### config.mk
export PLATFORM = sky130hd
export DESIGN_NAME = integer_to_ascii_radix_top
export DESIGN_NICKNAME = d
export VERILOG_FILES = /design/src/rtl/core/itar_pkg.sv /design/src/rtl/core/itar_div.sv /design/src/rtl/core/integer_to_ascii_radix_top.sv
export SDC_FILE = /design/constraint.sdc
export NUM_CORES = 1
export LEC_CHECK = 0
export BUFFER_PORTS_ARGS = -buffer_cell sky130_fd_sc_hd__buf_2
export CORE_ASPECT_RATIO = 1.5
export CORE_MARGIN = 10
export CORE_UTILIZATION = 63
export CTS_CLUSTER_DIAMETER = 40
export DETAILED_ROUTE_END_ITERATION = 7
export PLACE_DENSITY = 0.94
export SYNTH_ARGS = -nofsm -noshare
export SYNTH_HDL_FRONTEND = slang
export SYNTH_HIERARCHICAL = 1
export SYNTH_SLANG_ARGS = --single-unit
### constraint.sdc
create_clock -name aclk -period 36.2 [get_ports aclk]
set_input_delay 10.86 -clock aclk [delete_from_list [all_inputs] [get_ports aclk]]
set_output_delay 10.86 -clock aclk [all_outputs]
set_load 0.03 [all_outputs]
### src/rtl/core/itar_pkg.sv
// Shared types and constants for the integer to ASCII radix converter.
// No dependencies; imported by itar_div and integer_to_ascii_radix_top.
package itar_pkg;

    localparam int unsigned DATA_W = 32;
    localparam int unsigned CNT_W  = $clog2(DATA_W);

    // Radix limits and the one radix that carries a sign.
    localparam logic [4:0] RADIX_MIN   = 5'd2;
    localparam logic [4:0] RADIX_MAX   = 5'd16;
    localparam logic [4:0] RADIX_DEC   = 5'd10;
    localparam logic [4:0] RADIX_RESET = 5'd10;

    // At most one digit per bit of the magnitude.
    localparam logic [5:0] MAX_DIGITS = 6'd32;

    localparam logic [6:0] ASCII_MINUS = 7'h2d;
    localparam logic [6:0] ASCII_NUL   = 7'h00;

    // Register index decoded from the byte address.
    localparam logic REG_RADIX = 1'b0;

    // Digit value to lower-case ASCII.
    localparam logic [6:0] DIGIT_CHARS [16] = '{
        7'h30, 7'h31, 7'h32, 7'h33, 7'h34, 7'h35, 7'h36, 7'h37,
        7'h38, 7'h39, 7'h61, 7'h62, 7'h63, 7'h64, 7'h65, 7'h66
    };

    typedef enum logic [2:0] {
        ST_IDLE,
        ST_DIV,
        ST_SIGN,
        ST_DIGITS,
        ST_EMPTY
    } itar_state_t;

    // Result of one bit-serial division, shown for one cycle with done.
    typedef struct packed {
        logic              done;
        logic [3:0]        digit;
        logic              quot_zero;
        logic [DATA_W-1:0] quot;
    } itar_div_res_t;

endpackage

### src/rtl/core/itar_div.sv
// Bit-serial restoring divider: one quotient bit per cycle, radix 2 to 16.
// Depends on itar_pkg.
module itar_div (
    input  logic                        aclk,
    input  logic                        aresetn,
    input  logic                        start,
    input  logic [itar_pkg::DATA_W-1:0] dividend,
    input  logic [4:0]                  radix,
    output itar_pkg::itar_div_res_t     res
);
    import itar_pkg::*;

    logic [DATA_W-1:0] q_reg;
    logic [4:0]        rem_reg;
    logic [CNT_W-1:0]  cnt_reg;
    logic              busy_reg;
    logic              done_reg;
    logic              nz_reg;

    logic [5:0] trial;
    logic [5:0] diff;
    logic       ge;

    // One partial remainder step: shift in the next dividend bit, subtract if possible.
    always_comb begin
        trial = {rem_reg, q_reg[DATA_W-1]};
        diff  = trial - {1'b0, radix};
        ge    = (trial >= {1'b0, radix});
    end

    // Control: busy for one pass over all dividend bits, then a done pulse.
    always_ff @(posedge aclk) begin
        if (!aresetn) begin
            busy_reg <= 1'b0;
            done_reg <= 1'b0;
            cnt_reg  <= '0;
        end else begin
            done_reg <= 1'b0;
            if (start) begin
                busy_reg <= 1'b1;
                cnt_reg  <= '0;
            end else if (busy_reg) begin
                cnt_reg <= cnt_reg + 1'b1;
                if (cnt_reg == CNT_W'(DATA_W - 1)) begin
                    busy_reg <= 1'b0;
                    done_reg <= 1'b1;
                end
            end
        end
    end

    // Datapath: quotient bits enter at the bottom as dividend bits leave the top.
    always_ff @(posedge aclk) begin
        if (start) begin
            q_reg   <= dividend;
            rem_reg <= '0;
            nz_reg  <= 1'b0;
        end else if (busy_reg) begin
            q_reg   <= {q_reg[DATA_W-2:0], ge};
            rem_reg <= ge ? diff[4:0] : trial[4:0];
            nz_reg  <= nz_reg | ge;
        end
    end

    assign res.done      = done_reg;
    assign res.digit     = rem_reg[3:0];
    assign res.quot_zero = !nz_reg;
    assign res.quot      = q_reg;

endmodule

### src/rtl/core/integer_to_ascii_radix_top.sv
// Top level of the integer to ASCII radix converter.
// Depends on itar_pkg and itar_div.
//
// Usage:
//   The slave channel takes one signed 32-bit integer per item on s_tdata.
//   The master channel returns its text, one ASCII character per item,
//   most significant first, in the base held in the radix register
//   (APB address 0, reset value 10). m_tlast marks the last character.
//   In base 10 a negative value is preceded by '-'; in other bases the
//   digits of the magnitude are sent without a sign. A radix outside
//   2 to 16 gives one item with character 0 and m_tuser set.
// Operation:
//   Digits are produced by a bit-serial divider and stacked; the stack is
//   then sent one character per cycle while m_tready is high. One item is
//   in work at a time; s_tready is high only between items.
// Reset and stall:
//   aresetn (synchronous, active low) empties the output register, returns
//   the sequencer to idle and sets radix to 10. When m_tready is low the
//   current character holds in the output register and the sequencer waits.
module integer_to_ascii_radix_top (
    input  logic        aclk,
    input  logic        aresetn,
    // Slave channel; s_tdata: number_in [31:0]
    input  logic        s_tvalid,
    output logic        s_tready,
    input  logic [31:0] s_tdata,
    // Master channel; m_tdata: char_code [6:0], zero [7]
    output logic        m_tvalid,
    input  logic        m_tready,
    output logic [7:0]  m_tdata,
    // m_tuser: empty_result [0]
    output logic        m_tuser,
    output logic        m_tlast,
    // Configuration port
    input  logic        psel,
    input  logic        penable,
    input  logic        pwrite,
    input  logic [2:0]  paddr,
    input  logic [31:0] pwdata,
    output logic [31:0] prdata,
    output logic        pready
);
    import itar_pkg::*;

    itar_state_t   state_reg, state_next;
    itar_div_res_t div_res;

    logic [4:0]        radix_reg;
    logic              neg_reg;
    logic [5:0]        ndig_reg;
    logic [3:0]        stack_reg [MAX_DIGITS];

    logic              out_valid_reg;
    logic [6:0]        out_char_reg;
    logic              out_empty_reg;
    logic              out_last_reg;

    logic              radix_ok;
    logic              slot_free;
    logic              more_digits;
    logic [DATA_W-1:0] magnitude;

    // Sequencer outputs.
    logic              div_start;
    logic [DATA_W-1:0] div_dividend;
    logic              push;
    logic              pop;
    logic              out_load;
    logic [6:0]        out_char;
    logic              out_empty;
    logic              out_last;

    assign radix_ok    = (radix_reg >= RADIX_MIN) && (radix_reg <= RADIX_MAX);
    assign slot_free   = !out_valid_reg || m_tready;
    assign magnitude   = s_tdata[DATA_W-1] ? (DATA_W'(0) - s_tdata) : s_tdata;
    assign more_digits = !div_res.quot_zero && (ndig_reg != MAX_DIGITS - 6'd1);

    // Configuration register.
    assign pready = 1'b1;
    assign prdata = (paddr[2] == REG_RADIX) ? {27'd0, radix_reg} : 32'd0;

    always_ff @(posedge aclk) begin
        if (!aresetn) begin
            radix_reg <= RADIX_RESET;
        end else if (psel && penable && pwrite && pready && (paddr[2] == REG_RADIX)) begin
            radix_reg <= pwdata[4:0];
        end
    end

    // Digit generator.
    itar_div u_div (
        .aclk     (aclk),
        .aresetn  (aresetn),
        .start    (div_start),
        .dividend (div_dividend),
        .radix    (radix_reg),
        .res      (div_res)
    );

    // Next state.
    always_comb begin
        state_next = state_reg;
        unique case (state_reg)
            ST_IDLE: begin
                if (s_tvalid) begin
                    state_next = radix_ok ? ST_DIV : ST_EMPTY;
                end
            end
            ST_DIV: begin
                if (div_res.done && !more_digits) begin
                    state_next = (neg_reg && radix_reg == RADIX_DEC) ? ST_SIGN : ST_DIGITS;
                end
            end
            ST_SIGN: begin
                if (slot_free) begin
                    state_next = ST_DIGITS;
                end
            end
            ST_DIGITS: begin
                if (slot_free && ndig_reg == 6'd1) begin
                    state_next = ST_IDLE;
                end
            end
            ST_EMPTY: begin
                if (slot_free) begin
                    state_next = ST_IDLE;
                end
            end
            default: state_next = ST_IDLE;
        endcase
    end

    // Sequencer outputs.
    always_comb begin
        s_tready     = 1'b0;
        div_start    = 1'b0;
        div_dividend = magnitude;
        push         = 1'b0;
        pop          = 1'b0;
        out_load     = 1'b0;
        out_char     = ASCII_NUL;
        out_empty    = 1'b0;
        out_last     = 1'b0;
        unique case (state_reg)
            ST_IDLE: begin
                s_tready = 1'b1;
                if (s_tvalid && radix_ok) begin
                    div_start = 1'b1;
                end
            end
            ST_DIV: begin
                if (div_res.done) begin
                    push = 1'b1;
                    if (more_digits) begin
                        div_start    = 1'b1;
                        div_dividend = div_res.quot;
                    end
                end
            end
            ST_SIGN: begin
                out_load = slot_free;
                out_char = ASCII_MINUS;
            end
            ST_DIGITS: begin
                out_load = slot_free;
                pop      = slot_free;
                out_char = DIGIT_CHARS[stack_reg[0]];
                out_last = (ndig_reg == 6'd1);
            end
            ST_EMPTY: begin
                out_load  = slot_free;
                out_empty = 1'b1;
                out_last  = 1'b1;
            end
            default: begin
                s_tready = 1'b0;
            end
        endcase
    end

    // Control registers.
    always_ff @(posedge aclk) begin
        if (!aresetn) begin
            state_reg     <= ST_IDLE;
            ndig_reg      <= '0;
            out_valid_reg <= 1'b0;
        end else begin
            state_reg <= state_next;
            if (s_tvalid && s_tready) begin
                ndig_reg <= '0;
            end else if (push) begin
                ndig_reg <= ndig_reg + 6'd1;
            end else if (pop) begin
                ndig_reg <= ndig_reg - 6'd1;
            end
            if (out_load) begin
                out_valid_reg <= 1'b1;
            end else if (m_tready) begin
                out_valid_reg <= 1'b0;
            end
        end
    end

    // Sign flag and output payload.
    always_ff @(posedge aclk) begin
        if (s_tvalid && s_tready) begin
            neg_reg <= s_tdata[DATA_W-1];
        end
        if (out_load) begin
            out_char_reg  <= out_char;
            out_empty_reg <= out_empty;
            out_last_reg  <= out_last;
        end
    end

    // Digit stack: digits arrive least significant first and leave from the top.
    always_ff @(posedge aclk) begin
        if (push) begin
            stack_reg[0] <= div_res.digit;
            for (int i = 1; i < int'(MAX_DIGITS); i++) begin
                stack_reg[i] <= stack_reg[i-1];
            end
        end else if (pop) begin
            for (int i = 0; i < int'(MAX_DIGITS) - 1; i++) begin
                stack_reg[i] <= stack_reg[i+1];
            end
        end
    end

    assign m_tvalid = out_valid_reg;
    assign m_tdata  = {1'b0, out_char_reg};
    assign m_tuser  = out_empty_reg;
    assign m_tlast  = out_last_reg;

    // The digit count never exceeds the stack depth.
    a_ndig_bound: assert property (@(posedge aclk) disable iff (!aresetn)
        ndig_reg <= MAX_DIGITS)
        else $error("digit count beyond stack depth");

    // Digits are only sent while the stack holds at least one.
    a_digits_nonempty: assert property (@(posedge aclk) disable iff (!aresetn)
        state_reg == ST_DIGITS |-> ndig_reg != 6'd0)
        else $error("sending digits from an empty stack");

    // A finished division is only seen while digits are being collected.
    a_done_in_div: assert property (@(posedge aclk) disable iff (!aresetn)
        div_res.done |-> state_reg == ST_DIV)
        else $error("division finished outside digit collection");

    // An empty result is always the last item of its run.
    a_empty_last: assert property (@(posedge aclk) disable iff (!aresetn)
        m_tvalid && m_tuser |-> m_tlast)
        else $error("empty result not marked last");

endmodule

== Yosys cells after proc, flatten, opt, wreduce, memory -nomap -nowiden ==
Memory sizes are Yosys's and may differ from the RTL's.
Index checks and enable logic that the tools add are counted.

* Add/subtract/negate cells: 5
* $lt $le $gt $ge: 4
* Equal/unequal tests: 14
* Muxes and demuxes: 74
* Bitwise operators: 36
* Reductions and logical operators: 23

{| class="wikitable"
|+ Operator list
! operator !! count
|-
| two-way mux 32 bit || 6
|-
| two-way mux 4 bit || 31
|-
| bitwise OR 1 bit || 32
|-
| subtractor 1 x 32 -> 32 bit, first input constant || 1
|-
| two-way mux 1 bit || 21
|-
| two-way mux 3 bit || 6
|-
| one-hot mux 3 bit (5 select lines) || 1
|-
| two-way mux 7 bit || 2
|-
| one-hot mux 7 bit (2 select lines) || 1
|-
| two-way mux 6 bit || 2
|-
| logical AND 1 bit || 10
|-
| two-way mux 5 bit || 2
|-
| inequality test 2 bit, second input constant || 5
|-
| adder 6 x 1 -> 6 bit, second input constant || 1
|-
| == test 3 x 2 -> 1 bit, second input constant || 2
|-
| == test 6 x 1 -> 1 bit, second input constant || 1
|-
| >= comparator 6 x 5 -> 1 bit || 1
|-
| inequality test 6 x 5 -> 1 bit, second input constant || 1
|-
| nonzero test 2 bit || 3
|-
| OR reduction 3 bit || 2
|-
| subtractor 6 x 1 -> 6 bit, second input constant || 1
|-
| adder 5 x 1 -> 5 bit, second input constant || 1
|-
| == test 5 x 4 -> 1 bit, second input constant || 1
|-
| == test 5 bit, second input constant || 1
|-
| other kinds (16) || 21
|}

* Bits in registers: 70
* Bits in writable memories: 128
* Memory bits (read-only): 112
* Bits of input ports: 74
* Word-level logic and storage cells: 172
* Memories kept: 2

{| class="wikitable"
|+ Memories
! memory !! words !! bits a word !! read ports !! clocked after Yosys merged registers in !! wr ports !! line !! RTL
|-
| stack_reg || 32 || 4 || 32 || 0 || 32 || integer_to_ascii_radix_top.sv:51 || <nowiki>logic [3:0] stack_reg [MAX_DIGITS];</nowiki>
|-
| (name not given) || 16 || 7 || 1 || 0 || 0 || integer_to_ascii_radix_top.sv:167 || <nowiki>out_char = DIGIT_CHARS[stack_reg[0]];</nowiki>
|}

== Longest topological paths before layout ==
* Depth after elaboration: 7
* Depth in mapped cells: 10
* Depth with buffers taken out: 8

== Cells and area by module ==
The synthesis kept the hierarchy.

{| class="wikitable"
|+ Modules (own cells, without submodules)
! module !! instances !! cells an instance !! area an instance (µm²)
|-
| integer_to_ascii_radix_top || 1 || 738 || 7,970.1
|-
| itar_div || 1 || 161 || 2,164.6
|}

== Worst setup path after synthesis ==
OpenSTA, ideal clock, no wires.

* Path kind: input port to output port
* From: input port paddr[2]
* To: output port prdata[0]
* Data arrival time: 11.292 ns
* Required time: 25.340 ns
* Setup slack: 14.048 ns
* Cell stages on the path: 1
* Cell sequence: nor2b_1

* Longest elaborated chain between the ends: 1

{| class="wikitable"
|+ RTL lines
! what !! line !! RTL
|-
| start: declaration || integer_to_ascii_radix_top.sv:38 || <nowiki>input logic [2:0] paddr,</nowiki>
|-
| two-way mux 5 bit || integer_to_ascii_radix_top.sv:80 || <nowiki>assign prdata = (paddr[2] == REG_RADIX) ? {27'd0, radix_reg} : 32'd0;</nowiki>
|-
| end: declaration || integer_to_ascii_radix_top.sv:40 || <nowiki>output logic [31:0] prdata,</nowiki>
|}

Every way passes these cells.

== Final worst setup path ==
* From: input port paddr[2]
* To: output port prdata[3]

The elaborated chain is that of the path after synthesis.

==> metrics.cfg <==
[status]
outcome = completed

[power]
totalPowerFinal_mw = 0.663
powerDensity_mw_per_mm2 = 60.1
ir_drop_v = 0.0000468
power.leakage_nw = 4.00

[routing]
highest_layer = met4
met1Wirelength_um = 7670
dr.pass1.iters = 5
vias_per_cell = 5.71
post_drt_wl_per_cell_um = 16.9
vias = 6569
remaining_drc_errors = 0
dr_wl_met2_um = 10600
drt-total-wl_um = 19400
drt-initial-drc-count = 513
wl_met3_um = 919
route.antenna.remaining_nets = 0

[synthesis]
synth.distinct_cells = 58
syn_area_mm2 = 0.0101
synth_edf_count = 170
synth_warnings = 6
ys_seq_area_share_pct = 55.9
ys_ff_latch = 198
syn_area_per_cell_um2 = 11.3
async_flop_share_pct = 0
synth_flop_cell = edfxtp_1
postSynthCellCount = 899

[final_layout]
fin_nets = 1022
largest_reg_flops = 128
fin_util_pct = 70.3
design_area_mm2 = 0.0110
finalNonFillerCells = 1150
n_fill_cell = 1130
antennaDiodeCount = 0
drive_above_1_share_pct = 23.0
syn_to_final_growth_pct = 8.80

[worst_setup_path]
cp_data_required_time_ps = 25340
crit_type = in -> out
crit_fanout = 6
start_kind = input pin
timing.rr.start = state_reg[0]
cp-startpoint = paddr[2]
crit_arrival_ps = 11360
crit_path_end_kind = primary output

[sta]
setup_viol = 0
finClkSkew_ps = 9.14
tns_ps = 0
worst_pin_slew_ps = 1110
finalCritPeriodShare_pct = 61.4
grt_setup_unrepaired = no
hold_viol_final = 0
finalMaxSlewViolations = 0
relSlewSlack_pct = 26.1
fmax_ghz = 0.0450
min_period_ps = 22220

[placed_design]
hpwl_um = 12600
placedInstanceArea_mm2 = 0.0104
dp_cells = 1118
gp_congestion = 0.807
port_buffers = 60

[global_route]
grt_use_total_pct = 18.3
antenna_found_initial = 0
overflow = 0
grt_max_degree = 66
grt_pass1_vias = 6756
grt_first_pass_wirelength_um = 32300

[cts]
clockBufferDepth = 2
cts_resized = 0
clock-sinks = 198
clkTransAtPathRegs_ps = 80
cts_buffers = 17
cts-root-buf = clkbuf_16
insertion_delay_ps = 430
ctsHtreeMaxLevel = 4
cts_tree = built
postCtsHoldBufs = 0
postCtsSetupBuffers = 0

[min_path]
hp-class = reg -> reg
min-delay-start = stack_reg[0][121]

[floorplanning]
die_area_mm2 = 0.0217
core_mm2 = 0.0157
die_y_um = 175
fp-row-count = 56
start_util_pct = 64.6
die_w_um = 124
ios = 119

[flow_run]
drv_cap = 0

## cell families (layout without fill, tap and decap cells)
group	count (synthesis)	count (layout)	share of synthesized area, %
multiplexers	121	121	13.2
other	2	29	0.0741
AO/OA/AOI/OAI	98	98	6.15
XOR/XNOR	41	41	3.54
adder cells (fa/ha/maj)	14	14	1.80
flip-flops	198	198	55.9
buffers and inverters	104	125	5.26
AND/OR/NAND/NOR	321	321	14.0
## cell usage after synthesis, drive strengths merged (2+ instances only)
cell / n / share of area, %
a21oi: 25 / 1.3
a311oi: 2 / 0.30
a31oi: 2 / 0.12
buf: 42 / 3.0
clkbuf: 37 / 1.4
conb: 2 / 0.074
dfxtp: 28 / 5.5
edfxtp: 170 / 50
ha: 13 / 1.6
inv: 25 / 0.93
mux2: 105 / 12
mux2i: 16 / 1.6
nand2: 203 / 7.5
nand2b: 6 / 0.37
nand3: 4 / 0.20
nand3b: 3 / 0.22
nand4: 3 / 0.19
nand4b: 3 / 0.26
nor2: 48 / 1.8
nor2b: 15 / 0.93
nor3: 7 / 0.35
nor4: 2 / 0.12
nor4b: 2 / 0.17
o211ai: 2 / 0.15
o21ai: 36 / 1.8
o21bai: 3 / 0.22
o31ai: 10 / 0.74
o41ai: 7 / 0.60
or2: 3 / 0.21
or3: 5 / 0.31
or3b: 3 / 0.26
or4: 9 / 0.74
xnor2: 8 / 0.69
xor2: 33 / 2.9
## where the power goes
part | total (mW) | internal [mW] | switching (mW)
logic | 0.148 | 0.0639 | 0.0843
clock network | 0.189 | 0.103 | 0.0860
registers | 0.326 | 0.301 | 0.0246
total | 0.663 | 0.468 | 0.195
## critical path, stage by stage
cell	delay [ps]
buf_2	130
nor2b_1	150
buf_2	220
## area by class of cell
| class | count | area, um^2 | share of cell area [%] |
|---|---|---|---|
| flip-flops and latches | 198 | 5670 | 51.4 |
| multi-input cells | 624 | 4080 | 37.0 |
| clock buffers | 18 | 429 | 3.89 |
| repair buffers | 68 | 360 | 3.27 |
| well taps | 203 | 254 | 2.30 |
| clock inverters | 14 | 149 | 1.35 |
| inverters | 25 | 93.8 | 0.851 |
## placed cells by master (no fill, tap or decap), drive strengths merged, types with 3 or more instances in the layout
cell / count
a21oi: 25
buf: 68
clkbuf: 18
clkinv: 5
conb: 29
dfxtp: 28
edfxtp: 170
ha: 13
inv: 30
mux2: 105
mux2i: 16
nand2: 203
nand2b: 6
nand3: 4
nand3b: 3
nand4: 3
nand4b: 3
nor2: 48
nor2b: 15
nor3: 7
o21ai: 36
o21bai: 3
o31ai: 10
o41ai: 7
or2: 3
or3: 5
or3b: 3
or4: 9
xnor2: 8
xor2: 33
## worst paths after layout
path                                     endpoint  slack (ps)  cells after the start
worst max-delay path                    prdata[3]       13980                      3
worst min-delay path            stack_reg[0][125]         460                      0
worst max register to register    u_div/q_reg[21]       32560                     11
worst min register to register  stack_reg[0][125]         460                      0
## layer usage
metal	vias up	global-route usage [%]
li1	3185	-
met1	3186	21.4
met2	177	31.9
met3	21	4.40
met4	0	5.84
met5	-	0
## metrics by stage
step                      setup WS, ps  hold WS [ps]
after floorplan                  14050           426
after global placement           14050           430
after detailed placement         13970           436
after CTS                        13970           457
after global routing             13920           474
final                            13980           458
Note: power is estimated with default switching activity, not from simulation.
